--- src/sv/pctdec_pkg.sv ---
// Shared types and constants for the percent-escape decoder.
// No dependencies; the front end, queue, back end, top level and testbench import this package.
package pctdec_pkg;

   localparam logic [7:0]  PERCENT_CHAR  = 8'h25;
   localparam logic [15:0] CAP_RESET     = 16'd256;
   localparam int          QUEUE_DEPTH   = 4;
   localparam int          QPTR_BITS     = $clog2(QUEUE_DEPTH);
   localparam int          GROUP_MAX     = 3;

   typedef struct packed {
      logic [7:0] in_byte;
      logic       in_last;
   } req_payload_type;

   typedef struct packed {
      logic [7:0]  out_byte;
      logic [15:0] out_index;
      logic        out_last;
      logic        out_truncated;
   } rsp_payload_type;

   // Bytes produced by one accepted input item, oldest in slot 0.
   typedef struct packed {
      logic [1:0]                      count;
      logic [GROUP_MAX-1:0][7:0]       bytes;
      logic                            last;
   } group_type;

   // Queue head as seen by the back end.
   typedef struct packed {
      logic      valid;
      group_type group;
   } queue_head_type;

   // {is_hex, nibble}
   function automatic logic [4:0] hex_decode(input logic [7:0] c);
      logic [4:0] r;
      r = 5'b0;
      if (c >= 8'h30 && c <= 8'h39) begin
         r = {1'b1, c[3:0]};
      end else if ((c >= 8'h41 && c <= 8'h46) || (c >= 8'h61 && c <= 8'h66)) begin
         r = {1'b1, c[3:0] + 4'd9};
      end
      return r;
   endfunction

endpackage

--- src/sv/pctdec_stream_if.sv ---
// Valid/ready stream interface with a typed payload.
// Payload type is supplied by the instantiating level (see pctdec_pkg).
interface pctdec_stream_if #(
   parameter type payload_type = logic [7:0]
);
   logic        valid;
   logic        ready;
   payload_type payload;

   modport source (output valid, output payload, input ready);
   modport sink   (input valid, input payload, output ready);
endinterface

--- src/sv/pctdec_front.sv ---
// Front end: holds escape lookahead and turns each input byte into a group of 0..3 bytes.
// Depends on pctdec_pkg and pctdec_stream_if.
module pctdec_front (
   input  logic                 clock,
   input  logic                 reset,
   pctdec_stream_if.sink        req_chan,
   input  logic                 queue_full,
   output logic                 push_valid,
   output pctdec_pkg::group_type push_group
);
   import pctdec_pkg::*;

   logic [1:0] held_count_ff, held_count_in;
   logic [7:0] held_hex_ff, held_hex_in;
   logic       accept;

   assign req_chan.ready = !queue_full;
   assign accept         = req_chan.valid && req_chan.ready;

   always_comb begin
      logic [7:0] b;
      logic [4:0] hb;
      logic [4:0] hh;
      logic [1:0] n;
      b  = req_chan.payload.in_byte;
      hb = hex_decode(b);
      hh = hex_decode(held_hex_ff);
      n  = 2'd0;
      push_group.bytes = '0;
      held_count_in = held_count_ff;
      held_hex_in   = held_hex_ff;

      case (held_count_ff)
         2'd1: begin
            if (hb[4]) begin
               held_count_in = 2'd2;
               held_hex_in   = b;
            end else begin
               push_group.bytes[0] = PERCENT_CHAR;
               n = 2'd1;
               if (b == PERCENT_CHAR) begin
                  held_count_in = 2'd1;
               end else begin
                  push_group.bytes[1] = b;
                  n = 2'd2;
                  held_count_in = 2'd0;
               end
            end
         end
         2'd2: begin
            if (hb[4]) begin
               push_group.bytes[0] = {hh[3:0], hb[3:0]};
               n = 2'd1;
               held_count_in = 2'd0;
            end else begin
               push_group.bytes[0] = PERCENT_CHAR;
               push_group.bytes[1] = held_hex_ff;
               n = 2'd2;
               if (b == PERCENT_CHAR) begin
                  held_count_in = 2'd1;
               end else begin
                  push_group.bytes[2] = b;
                  n = 2'd3;
                  held_count_in = 2'd0;
               end
            end
         end
         default: begin
            if (b == PERCENT_CHAR) begin
               held_count_in = 2'd1;
            end else begin
               push_group.bytes[0] = b;
               n = 2'd1;
               held_count_in = 2'd0;
            end
         end
      endcase

      // End of stream: flush whatever lookahead remains, literally.
      if (req_chan.payload.in_last) begin
         if (held_count_in != 2'd0) begin
            push_group.bytes[n] = PERCENT_CHAR;
            n = n + 2'd1;
         end
         if (held_count_in == 2'd2) begin
            push_group.bytes[n] = held_hex_in;
            n = n + 2'd1;
         end
         held_count_in = 2'd0;
      end

      push_group.count = n;
      push_group.last  = req_chan.payload.in_last;
      push_valid       = accept && (n != 2'd0);
   end

   always_ff @(posedge clock) begin
      if (reset) begin
         held_count_ff <= 2'd0;
      end else if (accept) begin
         held_count_ff <= held_count_in;
      end
   end

   always_ff @(posedge clock) begin
      if (accept) begin
         held_hex_ff <= held_hex_in;
      end
   end

endmodule

--- src/sv/pctdec_queue.sv ---
// Short register queue of byte groups between front and back ends.
// Depends on pctdec_pkg.
module pctdec_queue (
   input  logic                      clock,
   input  logic                      reset,
   input  logic                      push_valid,
   input  pctdec_pkg::group_type     push_group,
   output logic                      full,
   input  logic                      pop,
   output pctdec_pkg::queue_head_type head
);
   import pctdec_pkg::*;

   group_type            entry_ff [QUEUE_DEPTH];
   logic [QPTR_BITS-1:0] wr_ptr_ff, wr_ptr_in;
   logic [QPTR_BITS-1:0] rd_ptr_ff, rd_ptr_in;
   logic [QPTR_BITS:0]   count_ff, count_in;
   logic                 do_push;
   logic                 do_pop;

   assign full       = (count_ff == (QPTR_BITS+1)'(QUEUE_DEPTH));
   assign do_push    = push_valid && !full;
   assign do_pop     = pop && (count_ff != '0);
   assign head.valid = (count_ff != '0);
   assign head.group = entry_ff[rd_ptr_ff];

   always_comb begin
      wr_ptr_in = do_push ? wr_ptr_ff + 1'b1 : wr_ptr_ff;
      rd_ptr_in = do_pop ? rd_ptr_ff + 1'b1 : rd_ptr_ff;
      count_in  = count_ff + (QPTR_BITS+1)'(do_push) - (QPTR_BITS+1)'(do_pop);
   end

   always_ff @(posedge clock) begin
      if (reset) begin
         wr_ptr_ff <= '0;
         rd_ptr_ff <= '0;
         count_ff  <= '0;
      end else begin
         wr_ptr_ff <= wr_ptr_in;
         rd_ptr_ff <= rd_ptr_in;
         count_ff  <= count_in;
      end
   end

   always_ff @(posedge clock) begin
      if (do_push) begin
         entry_ff[wr_ptr_ff] <= push_group;
      end
   end

endmodule

--- src/sv/pctdec_back.sv ---
// Back end: serializes queued groups, numbers bytes, applies the capacity limit.
// Depends on pctdec_pkg and pctdec_stream_if.
module pctdec_back #(
   parameter int COUNT_BITS = 16
) (
   input  logic                       clock,
   input  logic                       reset,
   input  pctdec_pkg::queue_head_type head,
   output logic                       pop,
   input  logic [15:0]                out_capacity,
   pctdec_stream_if.source            rsp_chan
);
   import pctdec_pkg::*;

   localparam int CMP_BITS = (COUNT_BITS + 1 > 16) ? COUNT_BITS + 1 : 16;

   logic [COUNT_BITS-1:0] written_ff, written_in;
   logic                  stopped_ff, stopped_in;
   logic [1:0]            slot_ff, slot_in;
   logic                  rsp_valid_ff, rsp_valid_in;
   rsp_payload_type       rsp_data_ff, rsp_data_in;

   always_comb begin
      logic                  can_load;
      logic                  trunc;
      logic                  final_slot;
      logic [COUNT_BITS-1:0] next_count;
      can_load     = !rsp_valid_ff || rsp_chan.ready;
      next_count   = written_ff + 1'b1;
      trunc        = (CMP_BITS'(next_count) + 1'b1) >= CMP_BITS'(out_capacity);
      final_slot   = (slot_ff == head.group.count - 2'd1);
      written_in   = written_ff;
      stopped_in   = stopped_ff;
      slot_in      = slot_ff;
      pop          = 1'b0;
      rsp_valid_in = rsp_valid_ff && !rsp_chan.ready;
      rsp_data_in  = rsp_data_ff;

      if (head.valid) begin
         if (stopped_ff) begin
            // Discarding until end of stream.
            pop     = 1'b1;
            slot_in = 2'd0;
            if (head.group.last) begin
               stopped_in = 1'b0;
               written_in = '0;
            end
         end else if (can_load) begin
            rsp_valid_in              = 1'b1;
            rsp_data_in.out_byte      = head.group.bytes[slot_ff];
            rsp_data_in.out_index     = 16'(written_ff);
            rsp_data_in.out_last      = trunc || (head.group.last && final_slot);
            rsp_data_in.out_truncated = trunc;
            written_in                = next_count;
            if (final_slot || trunc) begin
               pop     = 1'b1;
               slot_in = 2'd0;
            end else begin
               slot_in = slot_ff + 2'd1;
            end
            if (head.group.last && (final_slot || trunc)) begin
               written_in = '0;
               stopped_in = 1'b0;
            end else if (trunc) begin
               stopped_in = 1'b1;
            end
         end
      end
   end

   always_ff @(posedge clock) begin
      if (reset) begin
         written_ff   <= '0;
         stopped_ff   <= 1'b0;
         slot_ff      <= 2'd0;
         rsp_valid_ff <= 1'b0;
      end else begin
         written_ff   <= written_in;
         stopped_ff   <= stopped_in;
         slot_ff      <= slot_in;
         rsp_valid_ff <= rsp_valid_in;
      end
   end

   always_ff @(posedge clock) begin
      rsp_data_ff <= rsp_data_in;
   end

   assign rsp_chan.valid   = rsp_valid_ff;
   assign rsp_chan.payload = rsp_data_ff;

endmodule

--- src/sv/percent_escape_decoder.sv ---
// Top level of the percent-escape decoder: capacity register, front end, queue, back end.
// Depends on pctdec_pkg, pctdec_stream_if, pctdec_front, pctdec_queue, pctdec_back.
//
//   channel    direction  handshake       carries
//   req_chan   in         valid/ready     in_byte, in_last
//   rsp_chan   out        valid/ready     out_byte, out_index, out_last, out_truncated
//   csr_*      in         write enable    out_capacity (16 bits)
//
// One input byte is taken per cycle while the four-entry group queue has room.
// The back end sends one decoded byte per cycle while rsp_chan is ready; a step that flushes
// lookahead can queue up to three bytes, which drain at that rate.
// A result passes through a queue entry and the back end's output register before transfer.
// Reset is synchronous and clears all control state; capacity returns to 256.
module percent_escape_decoder #(
   parameter int COUNT_BITS = 16
) (
   input  logic            clock,
   input  logic            reset,
   pctdec_stream_if.sink   req_chan,
   pctdec_stream_if.source rsp_chan,
   input  logic            csr_write_en,
   input  logic [15:0]     csr_write_data
);
   import pctdec_pkg::*;

   logic [15:0]    capacity_ff;
   logic           push_valid;
   group_type      push_group;
   logic           queue_full;
   logic           pop;
   queue_head_type head;

   always_ff @(posedge clock) begin
      if (reset) begin
         capacity_ff <= CAP_RESET;
      end else if (csr_write_en) begin
         capacity_ff <= csr_write_data;
      end
   end

   pctdec_front u_front (
      .clock      (clock),
      .reset      (reset),
      .req_chan   (req_chan),
      .queue_full (queue_full),
      .push_valid (push_valid),
      .push_group (push_group)
   );

   pctdec_queue u_queue (
      .clock      (clock),
      .reset      (reset),
      .push_valid (push_valid),
      .push_group (push_group),
      .full       (queue_full),
      .pop        (pop),
      .head       (head)
   );

   pctdec_back #(
      .COUNT_BITS (COUNT_BITS)
   ) u_back (
      .clock        (clock),
      .reset        (reset),
      .head         (head),
      .pop          (pop),
      .out_capacity (capacity_ff),
      .rsp_chan     (rsp_chan)
   );

endmodule

--- src/flat_wrapper.sv ---
// flat-port wrapper written by rule: the top's interface ports become plain ports
module percent_escape_decoder_flat import pctdec_pkg::*;
#(
   parameter int COUNT_BITS = 16
)
  (clock, reset, csr_write_en, csr_write_data, req_chan_valid, req_chan_payload, req_chan_ready, rsp_chan_valid, rsp_chan_payload, rsp_chan_ready);
  pctdec_stream_if #(.payload_type(req_payload_type)) req_chan_i ();
  pctdec_stream_if #(.payload_type(rsp_payload_type)) rsp_chan_i ();
  input  logic clock;
  input  logic reset;
  input  logic csr_write_en;
  input  logic [15:0] csr_write_data;
  input wire logic [$bits(req_chan_i.valid)-1:0] req_chan_valid;
  input wire logic [$bits(req_chan_i.payload)-1:0] req_chan_payload;
  output wire logic [$bits(req_chan_i.ready)-1:0] req_chan_ready;
  output wire logic [$bits(rsp_chan_i.valid)-1:0] rsp_chan_valid;
  output wire logic [$bits(rsp_chan_i.payload)-1:0] rsp_chan_payload;
  input wire logic [$bits(rsp_chan_i.ready)-1:0] rsp_chan_ready;
  assign req_chan_i.valid = req_chan_valid;
  assign req_chan_i.payload = req_chan_payload;
  assign req_chan_ready = req_chan_i.ready;
  assign rsp_chan_valid = rsp_chan_i.valid;
  assign rsp_chan_payload = rsp_chan_i.payload;
  assign rsp_chan_i.ready = rsp_chan_ready;
  percent_escape_decoder #(.COUNT_BITS(COUNT_BITS)) u_core (.clock(clock), .reset(reset), .req_chan(req_chan_i), .rsp_chan(rsp_chan_i), .csr_write_en(csr_write_en), .csr_write_data(csr_write_data));
endmodule
--- config.mk ---
export PLATFORM = sky130hd
export DESIGN_NAME = percent_escape_decoder_flat
export DESIGN_NICKNAME = d
export VERILOG_FILES = /design/src/sv/pctdec_pkg.sv /design/src/sv/pctdec_stream_if.sv /design/src/sv/pctdec_front.sv /design/src/sv/pctdec_queue.sv /design/src/sv/pctdec_back.sv /design/src/sv/percent_escape_decoder.sv /design/src/flat_wrapper.sv
export SDC_FILE = /design/constraint.sdc
export NUM_CORES = 1
export LEC_CHECK = 0
export BUFFER_PORTS_ARGS = -buffer_cell sky130_fd_sc_hd__buf_2
export CAP_MARGIN = 20
export CORE_MARGIN = 5
export CORE_UTILIZATION = 25
export CTS_BUF_LIST = sky130_fd_sc_hd__clkbuf_8
export CTS_CLUSTER_DIAMETER = 100
export DETAILED_ROUTE_END_ITERATION = 10
export SLEW_MARGIN = 10
export SYNTH_ARGS = -nofsm -noshare
export SYNTH_HDL_FRONTEND = slang
export SYNTH_SLANG_ARGS = --single-unit
export TNS_END_PERCENT = 100
--- constraint.sdc ---
create_clock -name clock -period 7.5 [get_ports clock]
set_input_delay 0 -clock clock [delete_from_list [all_inputs] [get_ports clock]]
set_output_delay 0 -clock clock [all_outputs]
set_load 0.1 [all_outputs]
After elaboration in Yosys (flattened, before gate mapping)
Memories as Yosys holds them, arrays and structs flattened. A register that Yosys moved wholly into a read port is not among the register bits.
Cells that the tools add are included.
Cells by class
  multiplexer cells: 62
  reduce and logical (&&, ||, !) cells: 30
  add/sub/neg operators: 12
  bitwise gates (word level): 4
  equality and inequality tests: 7
  magnitude comparators: 18
Operators by type and width (count)
  $mux 16: 6
  $mux 24: 4
  $mux 8: 8
  $demux 8 s2: 2
  $ge 8x7->1 const B: 4
  $le 8x7->1 const B: 4
  $pmux 8 s2: 2
  $mux 2: 15
  $bwmux 24: 1
  $add 16x1->17 const B: 1
  $ge 17x16->1: 1
  $mux 1: 17
  $add 16x1->16 const B: 1
  $bmux 8 s2: 1
  $ge 8x6->1 const B: 2
  $le 8x6->1 const B: 2
  $and 15x15->15: 1
  $logic_and 1x1->1: 15
  $not 15->15: 1
  $add 2x1->2 const B: 5
  $mux 5: 2
  $lt 2x3->1 const B: 3
  $or 9x9->9: 1
  $add 4x4->4 const B: 2
  19 further kinds: 32
Word-level totals
  logic and storage cells: 148
  memory bits (writable): 108
  bits in registers: 79
  memories kept: 1
  input port bits: 30
  output and inout port bits: 28
Memories
  u_core.u_queue.entry_ff: depth 4, width 27, rd ports 1, clocked after Yosys merged registers in 1, write ports 1, line pctdec_queue.sv:14  | group_type entry_ff [QUEUE_DEPTH];

Longest topological paths before layout
  depth in word-level cells: 18
  gate-level depth with buffers: 22
  depth with buffers taken out: 22

Hierarchy
A second synthesis with hierarchy kept.
Second synthesis, totals
  cells, all modules: 799
  area total of the unflattened synthesis: 9794.4 um^2
By module, submodules not included
  pctdec_queue: instances 1, area each 4415.5 um^2, seq. area each 3423.3 um^2, cells each 190
  pctdec_back: instances 1, area each 3100.5 um^2, seq. area each 1181.1 um^2, cells each 334
  pctdec_front: instances 1, area each 1696.6 um^2, seq. area each 280.3 um^2, cells each 223
  percent_escape_decoder: instances 1, area each 581.8 um^2, seq. area each 320.3 um^2, cells each 52

Worst setup path after synthesis
OpenSTA, ideal clock, no wires.
  path kind: flip-flop to flip-flop
  start point: reg u_core.u_back.written_ff[0]
  end point: reg u_core.u_queue.count_ff[2]
  period minus slack after synthesis: 5176 ps
  stages on the path, launching flop included: 22
  data arrival time: 5049 ps
  library setup time: 128 ps
  path slack: 2324 ps
  cells stage by stage: dfxtp_1 > ha_1 > buf_2 > nand2b_1 > o21bai_1 > a221oi_2 > or4b_4 > nor4_1 > xnor2_1 > ha_1 > and4_1 > and4_1 > a221o_1 > a211o_1 > a311o_1 > and2_1 > ha_1 > inv_1 > ha_1 > fa_1 > xnor2_1 > nor2_1
On the way
  word-level cells in the longest chain between the ends: 10
Ends and longest elaborated chain
  from (decl): line pctdec_back.sv:17  | logic [COUNT_BITS-1:0] written_ff, written_in;
  from (signal assigned): line pctdec_back.sv:78  | written_ff <= written_in;
  $add 16x1->16: line pctdec_back.sv:29  | next_count = written_ff + 1'b1;
  $add 16x1->17: line pctdec_back.sv:30  | trunc = (CMP_BITS'(next_count) + 1'b1) >= CMP_BITS'(out_capacity);
  $ge 17x16->1: line pctdec_back.sv:30
  $logic_or 1x1->1: line pctdec_back.sv:55  | if (final_slot || trunc) begin
  $mux 1: line pctdec_back.sv:55
  $mux 1: line pctdec_back.sv:48  | end else if (can_load) begin
  $mux 1: line pctdec_back.sv:40  | if (stopped_ff) begin
  $mux 1: line pctdec_back.sv:39  | if (head.valid) begin
  $logic_and 1x1->1: line pctdec_queue.sv:23  | assign do_pop = pop && (count_ff != '0);
  net u_core.u_queue.do_pop: line pctdec_queue.sv:19  | logic do_pop;
  $sub 3x1->3: line pctdec_queue.sv:30  | count_in = count_ff + (QPTR_BITS+1)'(do_push) - (QPTR_BITS+1)'(do_pop);
  to (signal assigned): line pctdec_queue.sv:41  | count_ff <= count_in;
  to (decl): line pctdec_queue.sv:17  | logic [QPTR_BITS:0] count_ff, count_in;
The timed path passes the listed nets, and every way through them passes these cells.
A chain may end at the register's enable or synchronous reset.

Worst setup path after layout
Ends and elaborated chain as after synthesis.

==> summary.md <==
| Metric | Value |
|---|---|
| CP Buf/Inv Count | `1` |
| CP required | `7.85 ns` |
| Cell with the most instances after synthesis | `edfxtp_1` |
| Die area | `0.0428 mm^2` |
| Post-synth ARST share | `0%` |
| Worst R2R Path Depth | `21` |
| CP max stage cell | `dfxtp_1` |
| CP endpoint kind | `flop` |
| Layout cell share with drive strength beyond 1 | `17.1%` |
| Post-CTS Setup Bufs | `0` |
| Std cell rows | `72` |
| Residual DRC | `0` |
| # nets final | `928` |
| Crit-path max FO | `17` |
| 1st-iter DRT viols | `467` |
| IO Port Bufs | `57` |
| Clock network power share | `20.1%` |
| Root Driver | `clkbuf_8` |
| Die Wd | `207 um` |
| Simple-Gate Fraction of Synth Area | `11.3%` |
| IO Count | `58` |
| Final Skew | `0.00978 ns` |
| Post-Route WL | `22,900 um` |
| Startpoint Class | `flop` |
| Setup TNS | `0 ns` |
| Critical path type | `flop to flop` |
| Hold path depth | `2` |
| Register area share after synthesis | `53.7%` |
| Crit share post-route | `79.8%` |
| Synth area leaders | `edfxtp_1 44%, dfxtp_1 9.7%, mux4_2 5.8%, ha_1 4.9%, mux2i_1 2.7%` |
| Post-Synth XOR/XNOR Area | `2.61%` |
| Die extent in y | `207 um` |
| Total CTS buffers | `17` |
| Post-Synth Adder-Cell Area | `5.11%` |
| Setup-failing EPs final | `0` |
| First-pass GRT wire length | `35,400 um` |
| Pre-Repair DR Iteration Count | `6` |
| Main synth FF type | `edfxtp_1` |
| F_max | `167 MHz` |
| Highest routed layer | `met4` |
| Vias | `6,507` |
| Initial core utilization | `25.2%` |
| Maxcap violations | `0` |
| Met3 wire len | `1350 um` |
| Worst-skew pair later-pin latency | `0.49 ns` |
| Synth Cell Area | `0.00969 mm^2` |
| CP peak stage delay | `0.66 ns` |
| YS warnings | `0` |
| Area leader, netlist | `edfxtp_1` |
| Worst slew pin tran | `0.897 ns` |
| Mapped Cells | `796` |
| Post-Syn Nets | `865` |
| Synth Area in Compound Gates | `13.1%` |
| Syn Area/Cell | `12.2 um^2` |
| P_sw | `1440 uW` |
| CP top delay family | `simple AND/OR/NAND/NOR gates` |
| Routability cong. | `0.865` |
| Final Hold Fails | `0` |
| Yosys reg bits | `189` |
| RSZ-0062 raised after global routing | `no` |
| CP dominant cell by count | `ha_1` |
| Minimum clock period | `5.98 ns` |
| Clock-pin slew on the worst setup and hold paths | `0.10 ns` |
| Switching Share | `42.2%` |
| CTS Buffer Depth | `2` |
| Post-DP Area | `0.0105 mm^2` |
| Overflow after GRT | `0` |
| Share of power burned in registers | `42.3%` |
| CTS tree | `built` |
| Syn-to-layout area delta | `14.6%` |
| Hold buffers post-CTS | `23` |
| ANT cells | `0` |
| Drt wl/cell | `16.5 um` |
| Yosys top cell area share | `44.0%` |
| Status | `complete, no violations` |
| Leak | `0.00393 uW` |
| Via/cell ratio | `4.68` |
| DP HPWL | `15,700 um` |
| Most common library cells after synthesis | `142 x edfxtp_1, 62 x inv_1, 56 x nor2_1` |
| Antenna viol nets, final | `0` |
| Crit-path cells | `ha_1 > nand2b_1 > and2_1 > nor4_1 > nand4bb_1 > nor3_1 > nand2_1 > xnor2_1 > ha_1 > and4_1 > and4_1 > a221o_1 > a211o_1 > a311o_1 > and2_1 > ha_1 > inv_1 > ha_1 > fa_1 > xnor2_1 > nor2_1` |
| Largest net degree at the start of global routing | `33` |
| Main combinational cell family by area after synthesis | `compound AO/OA/AOI/OAI gates` |
| Post-route cell area | `0.0111 mm^2` |
| Worst min path class | `input port to flop` |
| Routed length on met2 | `10,700 um` |
| Yosys cell types | `84` |
| Metal-1 WL | `10,600 um` |
| Multiplexer area fraction after synthesis | `9.54%` |
| WP data arrival | `6.33 ns` |
| Core Area | `0.0385 mm^2` |
| Initial antenna violation count | `0` |
| Peak VDD IR | `0.133 mV` |
| Crit path depth | `21` |
| Internal power | `1980 uW` |
| Post-synth EDFFs | `142` |
| H-tree levels | `4` |
| PD cells | `308 mW/mm^2` |
| Comb power frac | `37.6%` |
| Fill cells | `3,960` |
| Vias in the first global route | `6,223` |
| Worst slew margin | `40.2%` |
| Slew Limit Fails | `0` |
| Sinks on Clock Net | `189` |
| Gr usage total | `10.7%` |
| PostCTS Resize Cnt | `0` |
[per-layer routing]
metal	global-route usage, %	up-vias
met1	14.6	3179
li1	-	3112
met4	2.55	0
met3	2.25	21
met5	0	-
met2	17.6	195
[area by class of cell]
type | count | area (um^2) | area share (%)
multi-input combinational | 503 | 4050 | 36.5
sequential | 189 | 5210 | 46.9
clock buffer | 17 | 234 | 2.11
inverter | 62 | 233 | 2.10
clock inverter | 14 | 163 | 1.46
tap | 518 | 648 | 5.84
timing repair buffer | 86 | 573 | 5.16
[path summary, 6_finish.rpt]
kind	start	end	slack, ns
max reg2reg	u_core.u_back.written_ff[0]$_SDFFE_PP0P_	u_core.u_queue.count_ff[2]$_SDFF_PP0_	1.52
max	u_core.u_back.written_ff[0]$_SDFFE_PP0P_	u_core.u_queue.count_ff[2]$_SDFF_PP0_	1.52
min reg2reg	u_core.capacity_ff[8]$_SDFFE_PP1P_	u_core.capacity_ff[8]$_SDFFE_PP1P_	0.51
min	req_chan_payload[8]	u_core.u_queue.entry_ff[2][24]$_DFFE_PP_	0.04
[metrics by stage]
step           worst slack (ns)  instances  utilization (%)  total power [uW]  hold WS [ns]
2_1_floorplan              2.32        796                -              2500        0.0989
3_3_place_gp               1.63       1334             27.2              2740         0.237
3_5_place_dp               1.56       1334             27.2              2750         0.240
4_1_cts                    1.51       1388             28.8              3450      0.000417
5_1_grt                    1.14       1389             28.9              3580       0.00464
6_report                   1.52       1389             28.9              3420        0.0361
[placed cells by master, fill, tap and decap left out, types with 16 or more instances in the layout]
cell,instances
nand3_1,16
edfxtp_1,142
o21ai_0,18
mux2i_1,26
mux4_2,25
dfxtp_1,46
clkbuf_8,17
dlygate4sd3_1,23
nor2_1,56
inv_1,62
o22ai_1,16
xnor2_1,19
a21oi_1,34
buf_2,57
nand2_1,49
ha_1,38
[state kept, by name, indices dropped and copies added, names as in the netlist, named ones only]
register and count:
u_core.u_back.rsp_chan.payload 26, u_core.u_back.slot_ff 2, u_core.u_back.written_ff 16, u_core.u_queue.rd_ptr_ff 2
u_core.u_queue.entry_ff 108, u_core.u_front.held_hex_ff 8, u_core.u_back.rsp_chan.valid 1, u_core.u_front.held_count_ff 2
u_core.capacity_ff 16, u_core.u_queue.wr_ptr_ff 2, u_core.u_back.stopped_ff 1, u_core.u_queue.count_ff 3
[power groups by stage]
stage / combinational [uW] / clock, uW / sequential (uW)
after CTS: 1260 / 707 / 1480
after detailed placement: 1250 / 0 / 1500
after global placement: 1240 / 0 / 1500
after floorplan: 612 / 0 / 1890
final: 1280 / 687 / 1450
after global routing: 1370 / 746 / 1470
[cells by family after synthesis]
logic type      after synthesis
simple gates                208
flops                       189
compound gates              171
buf+inv                     104
mux                          57
fa+ha+maj                    39
xor+xnor                     28
No activity file was read; power rests on OpenSTA's default activity.
